## src/rtl/core/ipv4_cidr_text_parser_assert.svh

```systemverilog
// Assertion macros for the CIDR text parser.
// Used by ipv4_cidr_text_parser.sv; expects clk and arst_n in scope.
// Synthesis builds define SYNTHESIS and get empty macros.
`ifndef IPV4_CIDR_TEXT_PARSER_ASSERT_SVH
`define IPV4_CIDR_TEXT_PARSER_ASSERT_SVH

`ifndef SYNTHESIS

// property that must hold at every clock edge out of reset
`define ICP_ASSERT(lbl, prop, msg) \
	lbl: assert property (@(posedge clk) disable iff (!arst_n) prop) else $error(msg);

// condition that must never be seen out of reset
`define ICP_ASSERT_NEVER(lbl, cond, msg) \
	lbl: assert property (@(posedge clk) disable iff (!arst_n) !(cond)) else $error(msg);

`else

`define ICP_ASSERT(lbl, prop, msg)
`define ICP_ASSERT_NEVER(lbl, cond, msg)

`endif

`endif

```

## src/rtl/core/icp_pkg.sv

```systemverilog
// Types and constants of the CIDR text parser.
// No dependencies; used by ipv4_cidr_text_parser.

package icp_pkg;

	// text limits
	localparam logic [4:0] ADDR_TEXT_LIMIT   = 5'd15;
	localparam logic [2:0] PREFIX_TEXT_LIMIT = 3'd2;

	localparam logic [9:0] MAX_OCTET      = 10'd255;
	localparam logic [6:0] MAX_PREFIX     = 7'd32;
	localparam logic [2:0] OCTET_DIGITS   = 3'd3;
	localparam logic [2:0] LAST_OCTET     = 3'd3;
	localparam logic [4:0] CHAR_COUNT_MAX = 5'd31;

	// ascii codes
	localparam logic [7:0] CH_ZERO  = 8'h30;
	localparam logic [7:0] CH_NINE  = 8'h39;
	localparam logic [7:0] CH_DOT   = 8'h2E;
	localparam logic [7:0] CH_SLASH = 8'h2F;

	typedef enum logic [1:0] {
		STATUS_OK     = 2'd0,
		STATUS_ADDR   = 2'd1,
		STATUS_PREFIX = 2'd2
	} status_t;

	typedef struct packed {
		logic [9:0]  octet_value;
		logic [2:0]  digit_count;
		logic [2:0]  octet_index;
		logic [31:0] address_shift;
		logic [4:0]  address_char_count;
		logic        in_prefix_part;
		logic [6:0]  prefix_value;
		status_t     error_code;
	} parse_state_t;

	localparam parse_state_t PARSE_RESET = '{
		octet_value:        10'd0,
		digit_count:        3'd0,
		octet_index:        3'd0,
		address_shift:      32'd0,
		address_char_count: 5'd0,
		in_prefix_part:     1'b0,
		prefix_value:       7'd0,
		error_code:         STATUS_OK
	};

	// mask with plen leading ones, zero for plen 0
	function automatic logic [31:0] prefix_mask(input logic [6:0] plen);
		prefix_mask = ~(32'hFFFF_FFFF >> plen);
	endfunction

endpackage

```

## src/rtl/core/ipv4_cidr_text_parser.sv

```systemverilog
// CIDR text parser top level: "a.b.c.d/n" in, network address and mask out.
// Depends on icp_pkg and ipv4_cidr_text_parser_assert.svh.
//
// Takes one ASCII character per request on the s_ side, tlast marking the
// final character of a text, and gives one result per text on the m_ side.
// Throughput is one character per cycle: each character is captured in an
// input register and folded into the parser state as it leaves, by a single
// decimal accumulate and compare. A text's result is captured in a result
// register, which drives m_tvalid and decouples the sides, as its final
// character leaves the input register. Only a final character waiting on a
// full result register holds the input, so a stalled consumer costs at most
// the stall time per text. After each result the parser returns to its reset
// state. On any error status the address, mask and prefix fields are zero.

`include "ipv4_cidr_text_parser_assert.svh"

module ipv4_cidr_text_parser (
	input  logic        clk,
	input  logic        arst_n,
	input  logic        s_tvalid,
	output logic        s_tready,
	input  logic [7:0]  s_tdata,   // [7:0] text_char
	input  logic        s_tlast,   // last_char
	output logic        m_tvalid,
	input  logic        m_tready,
	output logic [71:0] m_tdata    // [31:0] net_address, [63:32] net_mask,
	                               // [69:64] prefix_len, [71:70] parse_status
);

	// input register
	logic       valid_s1;
	logic [7:0] char_s1;
	logic       last_s1;
	logic       fire_s1;

	// parser state
	icp_pkg::parse_state_t parse_q;
	icp_pkg::parse_state_t parse_d;

	// result register
	logic            valid_s2;
	logic [31:0]     net_address_s2;
	logic [31:0]     net_mask_s2;
	logic [5:0]      prefix_len_s2;
	icp_pkg::status_t parse_status_s2;

	// character decode and accumulate
	logic       is_digit;
	logic [7:0] char_off;
	logic [3:0] digit;
	logic [4:0] char_count_inc;
	logic [9:0] octet_acc;
	logic [6:0] prefix_acc;
	logic       close_bad;

	// result of the final character
	icp_pkg::status_t fin_status;
	logic [31:0]      fin_mask;

	// a final character needs room in the result register
	assign fire_s1  = valid_s1 && (!last_s1 || !valid_s2 || m_tready);
	assign s_tready = !valid_s1 || fire_s1;

	assign is_digit = (char_s1 >= icp_pkg::CH_ZERO) && (char_s1 <= icp_pkg::CH_NINE);
	assign char_off = char_s1 - icp_pkg::CH_ZERO;
	assign digit    = char_off[3:0];

	assign octet_acc  = parse_q.octet_value * 10'd10 + {6'd0, digit};
	assign prefix_acc = parse_q.prefix_value * 7'd10 + {3'd0, digit};

	assign char_count_inc = (char_s1 != icp_pkg::CH_SLASH &&
		parse_q.address_char_count != icp_pkg::CHAR_COUNT_MAX) ?
		parse_q.address_char_count + 5'd1 : parse_q.address_char_count;

	// octet close fails on a zero first octet, an oversize value or a fifth octet
	assign close_bad = (parse_q.octet_index == 3'd0 && parse_q.octet_value == 10'd0) ||
		(parse_q.octet_value > icp_pkg::MAX_OCTET) ||
		(parse_q.octet_index > icp_pkg::LAST_OCTET);

	// next parser state for the character in the input register
	always_comb begin
		parse_d = parse_q;
		if (parse_q.error_code == icp_pkg::STATUS_OK) begin
			if (!parse_q.in_prefix_part) begin
				parse_d.address_char_count = char_count_inc;
				if (char_s1 != icp_pkg::CH_SLASH && char_count_inc > icp_pkg::ADDR_TEXT_LIMIT) begin
					parse_d.error_code = icp_pkg::STATUS_ADDR;
				end else if (is_digit) begin
					if (parse_q.digit_count >= icp_pkg::OCTET_DIGITS) begin
						parse_d.error_code = icp_pkg::STATUS_ADDR;
					end else begin
						parse_d.octet_value = octet_acc;
						parse_d.digit_count = parse_q.digit_count + 3'd1;
						if (octet_acc > icp_pkg::MAX_OCTET)
							parse_d.error_code = icp_pkg::STATUS_ADDR;
					end
				end else if (char_s1 == icp_pkg::CH_DOT || char_s1 == icp_pkg::CH_SLASH) begin
					// dot needs room for another octet, slash needs exactly the fourth
					if ((char_s1 == icp_pkg::CH_DOT && parse_q.octet_index >= icp_pkg::LAST_OCTET) ||
						(char_s1 == icp_pkg::CH_SLASH && parse_q.octet_index != icp_pkg::LAST_OCTET) ||
						close_bad) begin
						parse_d.error_code = icp_pkg::STATUS_ADDR;
					end else begin
						parse_d.address_shift = {parse_q.address_shift[23:0], parse_q.octet_value[7:0]};
						parse_d.octet_index   = parse_q.octet_index + 3'd1;
						parse_d.octet_value   = 10'd0;
						parse_d.digit_count   = 3'd0;
						if (char_s1 == icp_pkg::CH_SLASH)
							parse_d.in_prefix_part = 1'b1;
					end
				end else begin
					parse_d.error_code = icp_pkg::STATUS_ADDR;
				end
			end else begin
				// prefix part: digits only
				if (!is_digit || parse_q.digit_count >= icp_pkg::PREFIX_TEXT_LIMIT) begin
					parse_d.error_code = icp_pkg::STATUS_PREFIX;
				end else begin
					parse_d.prefix_value = prefix_acc;
					parse_d.digit_count  = parse_q.digit_count + 3'd1;
					if (prefix_acc > icp_pkg::MAX_PREFIX)
						parse_d.error_code = icp_pkg::STATUS_PREFIX;
				end
			end
		end
	end

	// final status: text ending in the address part has no prefix
	always_comb begin
		fin_status = parse_d.error_code;
		if (parse_d.error_code == icp_pkg::STATUS_OK && !parse_d.in_prefix_part)
			fin_status = icp_pkg::STATUS_PREFIX;
	end

	assign fin_mask = icp_pkg::prefix_mask(parse_d.prefix_value);

	// input register
	always_ff @(posedge clk or negedge arst_n) begin
		if (!arst_n) begin
			valid_s1 <= 1'b0;
		end else if (s_tready) begin
			valid_s1 <= s_tvalid;
		end
	end

	always_ff @(posedge clk) begin
		if (s_tvalid && s_tready) begin
			char_s1 <= s_tdata;
			last_s1 <= s_tlast;
		end
	end

	// parser state, cleared after each final character
	always_ff @(posedge clk or negedge arst_n) begin
		if (!arst_n) begin
			parse_q <= icp_pkg::PARSE_RESET;
		end else if (fire_s1) begin
			parse_q <= last_s1 ? icp_pkg::PARSE_RESET : parse_d;
		end
	end

	// result register valid
	always_ff @(posedge clk or negedge arst_n) begin
		if (!arst_n) begin
			valid_s2 <= 1'b0;
		end else if (fire_s1 && last_s1) begin
			valid_s2 <= 1'b1;
		end else if (m_tready) begin
			valid_s2 <= 1'b0;
		end
	end

	// result register payload
	always_ff @(posedge clk) begin
		if (fire_s1 && last_s1) begin
			parse_status_s2 <= fin_status;
			if (fin_status == icp_pkg::STATUS_OK) begin
				net_address_s2 <= parse_d.address_shift & fin_mask;
				net_mask_s2    <= fin_mask;
				prefix_len_s2  <= parse_d.prefix_value[5:0];
			end else begin
				net_address_s2 <= 32'd0;
				net_mask_s2    <= 32'd0;
				prefix_len_s2  <= 6'd0;
			end
		end
	end

	assign m_tvalid = valid_s2;
	assign m_tdata  = {parse_status_s2, prefix_len_s2, net_mask_s2, net_address_s2};

	// checks
	`ICP_ASSERT(a_err_zero_fields, (valid_s2 && parse_status_s2 != icp_pkg::STATUS_OK) |-> (net_address_s2 == 32'd0 && net_mask_s2 == 32'd0 && prefix_len_s2 == 6'd0), "error result with nonzero fields")
	`ICP_ASSERT_NEVER(a_addr_outside_mask, valid_s2 && ((net_address_s2 & ~net_mask_s2) != 32'd0), "network address has host bits set")
	`ICP_ASSERT_NEVER(a_prefix_range, valid_s2 && parse_status_s2 == icp_pkg::STATUS_OK && prefix_len_s2 > 6'd32, "prefix above 32 reported ok")
	`ICP_ASSERT(a_result_from_last, $rose(valid_s2) |-> $past(valid_s1 && last_s1), "result without a final character")

endmodule
```

## config.mk

```make
export PLATFORM = sky130hd
export DESIGN_NAME = ipv4_cidr_text_parser
export DESIGN_NICKNAME = d
export VERILOG_FILES = /design/src/rtl/core/icp_pkg.sv /design/src/rtl/core/ipv4_cidr_text_parser.sv
export VERILOG_INCLUDE_DIRS = /design/src /design/src/rtl/core
export SDC_FILE = /design/constraint.sdc
export NUM_CORES = 1
export LEC_CHECK = 0
export BUFFER_PORTS_ARGS = -buffer_cell sky130_fd_sc_hd__buf_2
export CAP_MARGIN = 30
export CELL_PAD_IN_SITES_DETAIL_PLACEMENT = 1
export CELL_PAD_IN_SITES_GLOBAL_PLACEMENT = 2
export CORE_MARGIN = 3
export CORE_UTILIZATION = 39
export CTS_BUF_LIST = sky130_fd_sc_hd__clkbuf_8 sky130_fd_sc_hd__clkbuf_16
export CTS_CLUSTER_DIAMETER = 80
export CTS_CLUSTER_SIZE = 8
export DETAILED_ROUTE_END_ITERATION = 7
export PLACE_DENSITY = 0.91
export SYNTH_ARGS = -nofsm -noshare
export SYNTH_HDL_FRONTEND = slang
export SYNTH_SLANG_ARGS = --single-unit
```

## constraint.sdc

```tcl
create_clock -name clk -period 3.94 [get_ports clk]
set_clock_uncertainty 0.1 [all_clocks]
set_input_delay 0.591 -clock clk [delete_from_list [all_inputs] [get_ports clk]]
set_output_delay 0.591 -clock clk [all_outputs]
set_load 0.005 [all_outputs]
```

==> key figures, run 1 <==
Synthesis
  • Mean post-synth cell area: 11.5 um^2
  • Synth area leaders: edfxtp_1 33%, dfrtp_1 22%, ha_1 4.9%, mux2i_1 4.5%, a22o_1 4.0%
  • XOR/XNOR Fraction of Synth Area: 0.0256
  • EDFF count, synth: around 80
  • Net Count, Synth: 691
  • Seq cells post-synth: 146
  • Multiplexer share of the synthesized area: 0.0447
  • Yosys warning count: 0
  • Asr flop ratio synth: 0.445
  • Main synth FF type: edfxtp_1
  • Post-synthesis cell type count: 59
  • Largest family of logic cells by synthesized area: simple AND/OR/NAND/NOR gates
  • Seq/Total Area, Yosys: 0.549
  • Cell Area, Synth: 7390 um^2
  • Synth area leader: edfxtp_1
  • Synth top area share: 0.329
  • Synth Area in Compound Gates: 0.133
  • Synth Area in Simple Gates: 0.157
  • Mapped Cells: 645
  • Adder-cell share of the synthesized area: 0.0599

Detailed routing
  • DR WL/cell: around 22 um
  • Initial DRC count: between 300 and 400
  • Final wirelength: 21.5 mm
  • Antenna-violating nets left: 0
  • TritonRoute pass-1 iters: 4
  • Via count: 5756
  • DRC Markers: 0
  • Vias/cell: 5.88

Power and ir drop
  • Sequential power share: 0.483
  • Psw: 0.929 mW
  • Comb power frac: 0.050
  • VDD IR max: 0.000302 V
  • Clock power share: 0.467
  • P_leak: 3.51 nW
  • PnR Total Power: around 3.5 mW
  • Power density over cell area: 400 nW/um^2
  • Pint: 2.58 mW
  • Switch share: 0.265

Worst setup path
  • Critical path launch point type: register
  • Crit path buf inv count: 2
  • Worst reg2reg path endpoint: net_mask_s2[9]
  • Top cell family by delay on the critical path: compound AO/OA/AOI/OAI gates
  • Most used cell, CP: ha_1
  • CP max-delay cell: o41ai_1
  • Reg2reg setup slack: 160 ps
  • Type of the worst setup path: reg -> reg
  • Crit path capture type: register
  • CP Max Fanout: 8
  • Crit path required time: 4020 ps
  • CP max stage delay: 670 ps
  • Worst Reg-to-Reg Cells: 11
  • Worst path cell trace: ha_1 -> ha_1 -> inv_1 -> fa_1 -> and3b_1 -> a32o_1 -> xor2_1 -> a21oi_2 -> o41ai_1 -> buf_4 -> nor3_1
  • FF-to-FF Start: parse_q[5]
  • Critical Path AT: 3850 ps

Timing
  • Setup_tns: 0 ps
  • Final WS setup: 162 ps
  • Worst slew pin tran: 873 ps
  • Fin crit share: 0.959
  • WHS: 169 ps
  • Min cycle time layout: 3780 ps
  • Unrepaired setup endpoints after global routing: false
  • Slew Limit Fails: 0
  • FMAX: roughly 0.26 GHz
  • Final Hold Vio Count: 0
  • Worst rel slew slack: 0.401
  • Final Setup Violations: 0

Outcome
  • Status: completed

Place
  • Placed insts: 947
  • HPWL after DPL: 16.0 mm
  • Gp weighted congestion: roughly 0.9
  • Placed cell area: 8160 um^2
  • PortBufs: 86
  • Place WS: 219 ps

CTS
  • Clk pin slew, worst setup/hold paths: about 70 ps
  • Post-CTS setup repair buffer count: 0
  • Latest clock arrival within the worst-skew pair: 430 ps
  • Number of buffers created by CTS: 17
  • Max H-tree Level: 4
  • CTS tree: built
  • CTS Sinks: 146
  • CTS max path bufs: 2
  • Clock root buffer master: clkbuf_16

Floorplan
  • Top-Level Pins: 87
  • Rows: between 40 and 50
  • Full die area: 20600 um^2
  • Core area: 18300 um^2
  • Starting Density: 0.405
  • Die width: 144 um
  • Chip height: 144 um

Finish
  • Most common cell after layout, fill and taps aside: buf_2
  • Nets: 783
  • Share of cells above drive strength 1: 0.201
  • Non-filler instance count after layout: 979
  • Number of diodes: 0
  • Most frequent cells in the layout: 86 x buf_2, 81 x edfxtp_1, 65 x dfrtp_1
  • Fillers: 1955
  • Core Util, Final: 0.481
  • Post-Layout Inst Area: between 8000 and 9000 um^2
  • Layout area overhead: 18.8%

Flow run
  • Max-Cap Viols: 0

Global routing
  • Vias in the first global route: slightly below 6k
  • First-pass GRT wire length: around 34 mm
  • GR Overflow Total: 0
  • Largest net degree at the start of global routing: 74
  • Initial antenna violation count: 0
  • GRT Total Usage: 0.218

Hold path
  • Hold crit path type: in -> async
-- worst max path at each step --
| stage | startpoint | to | depth (start not counted) |
|---|---|---|---|
| after global routing | parse_q[5] | net_address_s2[2] | 11 |
| after floorplan | m_tready | parse_q[58] | 8 |
| final | parse_q[5] | net_mask_s2[9] | 11 |
| after global placement | parse_q[5] | net_address_s2[9] | 11 |
| after detailed placement | parse_q[5] | net_address_s2[2] | 11 |
| after CTS | parse_q[5] | net_mask_s2[9] | 11 |
-- layout make-up --
| type | count | area (um^2) | area share |
|---|---|---|---|
| Sequential cell | 146 | 4060 | 0.462 |
| Multi-Input combinational cell | 443 | 3120 | 0.355 |
| Timing Repair Buffer | 107 | 626 | 0.0712 |
| Clock buffer | 17 | 425 | 0.0484 |
| Tap cell | 229 | 287 | 0.0326 |
| Clock inverter | 15 | 183 | 0.0208 |
| Inverter | 22 | 82.6 | 0.00940 |
-- power by group through the flow --
stage          logic (mW)  clock network (mW)  registers, mW
2_1_floorplan      0.0924                   0           1.72
6_report            0.176                1.64           1.70
4_1_cts             0.180                1.67           1.70
3_5_place_dp        0.179                   0           1.73
3_3_place_gp        0.168                   0           1.72
5_1_grt             0.201                1.73           1.70
-- flip-flops by register name, indices dropped and copies added, names as in the netlist --
name,cells
valid_s1,1
char_s1,8
parse_status_s2,2
last_s1,1
net_mask_s2,32
parse_q,63
m_tvalid,1
prefix_len_s2,6
net_address_s2,32
-- synth_stat cells, types with 3 or more instances --
cell,n
edfxtp_1,81
and4_1,3
a31oi_1,4
nor2b_1,11
o221ai_1,5
nor2_1,37
xor2_1,10
a211oi_1,8
buf_2,13
clkbuf_1,16
nor3b_1,5
mux2i_1,33
dfrtp_1,65
o21ai_0,27
a21o_1,4
o21a_1,3
inv_1,22
fa_1,4
and2_1,7
nand4_1,3
nor4b_1,3
xnor2_1,9
or3_1,3
o31ai_1,10
nand3_1,9
nand2b_1,9
nand2_1,42
nor3_1,51
nor4_1,25
a22o_1,34
ha_1,29
buf_1,3
a21oi_1,23
-- worst register-to-register path, stage by stage, from the launching register on --
cell	delay, ps
dfrtp_1	470
ha_1	330
ha_1	150
inv_1	50
fa_1	490
and3b_1	180
a32o_1	240
xor2_1	370
a21oi_2	200
o41ai_1	670
buf_4	230
nor3_1	50
-- repair_timing --
| action | in CTS | in global routing |
|---|---|---|
| endpoints found under the hold margin | 0 | 0 |
| setup endpoints to repair | 0 | 4 |
| hold buffers | 0 | 0 |
| resized for setup | 0 | 4 |
-- per-layer routing --
layer,wire length (um),track usage,vias to the layer above
met4,451,0.0723,0
met3,1010,0.0339,30
met5,0,0,-
met1,9600,0.296,2901
met2,10400,0.358,187
li1,-,-,2638
-- cell families after synthesis --
logic type                 count (synthesis)
and+or+nand+nor                          221
muxes                                     33
buffers and inverters                     56
xor gates and xnor gates                  20
DFF                                      146
AOI/OAI and AO/OA                        136
adders and majority gates                 33
Note: power is estimated with default switching activity, not from simulation.
==> run 2, diff against run 1 <==
--- a/config.mk
+++ b/config.mk
@@ -11,12 +11,12 @@
 export CELL_PAD_IN_SITES_DETAIL_PLACEMENT = 1
 export CELL_PAD_IN_SITES_GLOBAL_PLACEMENT = 2
 export CORE_MARGIN = 3
-export CORE_UTILIZATION = 39
+export CORE_UTILIZATION = 42
 export CTS_BUF_LIST = sky130_fd_sc_hd__clkbuf_8 sky130_fd_sc_hd__clkbuf_16
 export CTS_CLUSTER_DIAMETER = 80
 export CTS_CLUSTER_SIZE = 8
 export DETAILED_ROUTE_END_ITERATION = 7
-export PLACE_DENSITY = 0.91
+export PLACE_DENSITY = 0.95
 export SYNTH_ARGS = -nofsm -noshare
 export SYNTH_HDL_FRONTEND = slang
 export SYNTH_SLANG_ARGS = --single-unit
==> constraint.sdc (replaced) <==
create_clock -name clk -period 4.4 [get_ports clk]
set_clock_uncertainty 0.1 [all_clocks]
set_input_delay 0.66 -clock clk [delete_from_list [all_inputs] [get_ports clk]]
set_output_delay 0.66 -clock clk [all_outputs]
set_load 0.005 [all_outputs]
==> run 2 against run 1 <==
Compared with the run above:
- hold slack lost 110 ps
- maximum frequency shrank 8.4%
- flip-flop and latch count is the same
==> key figures, run 2 (synthesis results as in run 1) <==
Outcome
  • Status: completed

Place
  • HPWL after DPL: 15.5 mm (-3.0%)
  • Gp weighted congestion: 0.932 (+3.7%)
  • PortBufs: 86 (unchanged)
  • Place WS: 447 ps (+228 ps)

Power and ir drop
  • P_leak: 3.48 nW (-0.90%)
  • Comb power frac: 0.050 (about the same)
  • Sequential power share: 0.484 (about the same)
  • Psw: 0.789 mW (-15%)
  • Clock power share: 0.466 (about the same)
  • Pint: 2.35 mW (-9.0%)
  • Power density over cell area: 361 nW/um^2 (-9.6%)
  • Switch share: 0.251 (-0.0132)
  • VDD IR max: 0.000303 V (+0.55%)

Detailed routing
  • DRC Markers: 0 (unchanged)
  • Initial DRC count: 427 (+25%)
  • DR WL/cell: 22.0 um (+0.34%)
  • Final wirelength: 21.3 mm (-1.1%)
  • Vias/cell: 5.95 (+1.3%)
  • Antenna-violating nets left: 0 (unchanged)
  • TritonRoute pass-1 iters: 5 (+1)
  • Via count: 5746 (-0.17%)

Global routing
  • Largest net degree at the start of global routing: 56 (-24%)
  • GRT Total Usage: 0.225 (+0.00739)
  • Initial antenna violation count: 0 (unchanged)
  • First-pass GRT wire length: 34.2 mm (about the same)
  • GR Overflow Total: 0 (unchanged)
  • Vias in the first global route: 6000 (+2.6%)

Timing
  • Setup_tns: 0 ps (unchanged)
  • Final Setup Violations: 0 (unchanged)
  • Final Hold Vio Count: 0 (unchanged)
  • Worst rel slew slack: 0.379 (-0.0218)
  • Fin crit share: 0.938 (-0.0212)
  • FMAX: 0.242 GHz (-8.4%)
  • WHS: 57.5 ps (-112 ps)
  • Worst slew pin tran: 927 ps (+53.4 ps)
  • Slew Limit Fails: 0 (unchanged)
  • Final WS setup: 275 ps (+112 ps)
  • Min cycle time layout: 4130 ps (+348 ps)
  • Unrepaired setup endpoints after global routing: false

Finish
  • Nets: 778 (-0.64%)
  • Most frequent cells in the layout: 86 x buf_2, 81 x edfxtp_1, 65 x dfrtp_1
  • Register area: 4060 um^2 (unchanged)
  • Fillers: 1800 (-7.9%)
  • Layout area overhead: 17.5%
  • Share of cells above drive strength 1: 0.192 (-0.00939)
  • Number of diodes: 0 (unchanged)
  • Largest Register: parse_q
  • Most common cell after layout, fill and taps aside: buf_2
  • Multi-input gate area: 3110 um^2 (-0.48%)
  • Max reg flops: 63 (unchanged)
  • Top Registers: parse_q: 63 flops, net_address_s2: 32 flops, net_mask_s2: 32 flops

Floorplan
  • Full die area: 19200 um^2 (-6.8%)
  • Core area: 16900 um^2 (-7.6%)
  • Die width: 139 um (-3.5%)
  • Starting Density: 0.438 (+0.0334)
  • Rows: 47 (-4.1%)
  • Top-Level Pins: 87 (unchanged)
  • Chip height: 139 um (-3.5%)

Worst setup path
  • Crit path required time: 4470 ps (+450 ps)
  • Type of the worst setup path: reg -> reg
  • Worst path cell trace: ha_1 -> ha_1 -> inv_1 -> fa_1 -> and3b_1 -> a32o_1 -> xor2_1 -> a31oi_1 -> a2111oi_0 -> or2_0 -> nor3_1
  • Crit path capture type: register
  • Crit path buf inv count: 1 (-1)
  • Critical path launch point type: register
  • CP max stage delay: 760 ps (+90 ps)
  • CP max-delay cell: a2111oi_0
  • CP Max Fanout: 9 (+1)
  • Top cell family by delay on the critical path: compound AO/OA/AOI/OAI gates
  • Critical Path AT: 4190 ps (+340 ps)
  • Most used cell, CP: ha_1

Flow run
  • Max-Cap Viols: 0 (unchanged)

CTS
  • Post-CTS setup repair buffer count: 0 (unchanged)
  • CTS tree: built
  • Latest clock arrival within the worst-skew pair: 440 ps (about the same)
  • Quantity of gates resized following cts: 0 (unchanged)
  • Clk pin slew, worst setup/hold paths: 70 ps (about the same)
  • Number of buffers created by CTS: 17 (unchanged)
  • CTS Sinks: 146 (unchanged)
  • CTS max path bufs: 2 (unchanged)
  • Clock root buffer master: clkbuf_16
  • Hold_buf cts: 0 (unchanged)
  • Max H-tree Level: 4 (unchanged)

Hold path
  • Hold crit path type: in -> async
## run 2: cell types whose count changed in the layout (fill, tap and decap cells not counted), moves of 2 or more
cell      previous run  this run
inv_6                2         8
clkinv_8             5         0
buf_4               18        14
inv_8                6         4
## run 2: path summary, 6_finish.rpt
| kind | to | start | slack (ps) | depth (start not counted) |
|---|---|---|---|---|
| worst max-delay path | net_address_s2[6] | parse_q[3] | 270 | 11 |
| worst min-delay path | parse_q[10] | arst_n | 60 | 1 |
| worst max register to register | net_address_s2[6] | parse_q[3] | 270 | 11 |
| worst min register to register | parse_q[46] | parse_q[46] | 380 | 2 |
| max in group asynchronous | parse_q[43] | arst_n | 3280 | 3 |
| min in group clk | char_s1[3] | s_tdata[3] | 300 | 1 |
## run 2: worst register-to-register path: stages, from the launching register on
cell       delay, ps
dfrtp_1          480
ha_1             330
ha_1             190
inv_1             70
fa_1             430
and3b_1          230
a32o_1           190
xor2_1           370
a31oi_1          420
a2111oi_0        760
or2_0            220
nor3_1            80
## run 2: layout make-up
cell class                 count  share of cell area
inverter                      22             0.00951
tap                          220              0.0317
multi-input combinational    443               0.358
timing repair buffer         102              0.0663
sequential                   146               0.468
clock buffer                  17              0.0490
clock inverter                15              0.0183
## run 2: power groups by stage
stage                     Sequential [mW]  Clock, mW  Combinational, mW
after floorplan                      1.54          0             0.0827
after global placement               1.54          0              0.149
after detailed placement             1.55          0              0.158
after CTS                            1.52       1.48              0.160
after global routing                 1.52       1.53              0.179
final                                1.52       1.46              0.157
## run 2: stage by stage
| stage | util | cell area, um^2 | power, mW | std cells |
|---|---|---|---|---|
| finish | 0.514 | 8680 | 3.14 | 965 |
| global route | 0.514 | 8680 | 3.23 | 965 |
| CTS | 0.514 | 8680 | 3.16 | 965 |
| detailed placement | 0.480 | 8100 | 1.71 | 933 |
| global placement | 0.479 | 8080 | 1.69 | 932 |
| floorplan | - | 7390 | 1.62 | 645 |
## run 2: layer usage
metal  wire length [um]  share of wire  GRT usage
met4                523          0.025     0.0803
met5                  0              0          0
met1               9300           0.44      0.299
met3               1210          0.057     0.0483
met2              10200           0.48      0.368
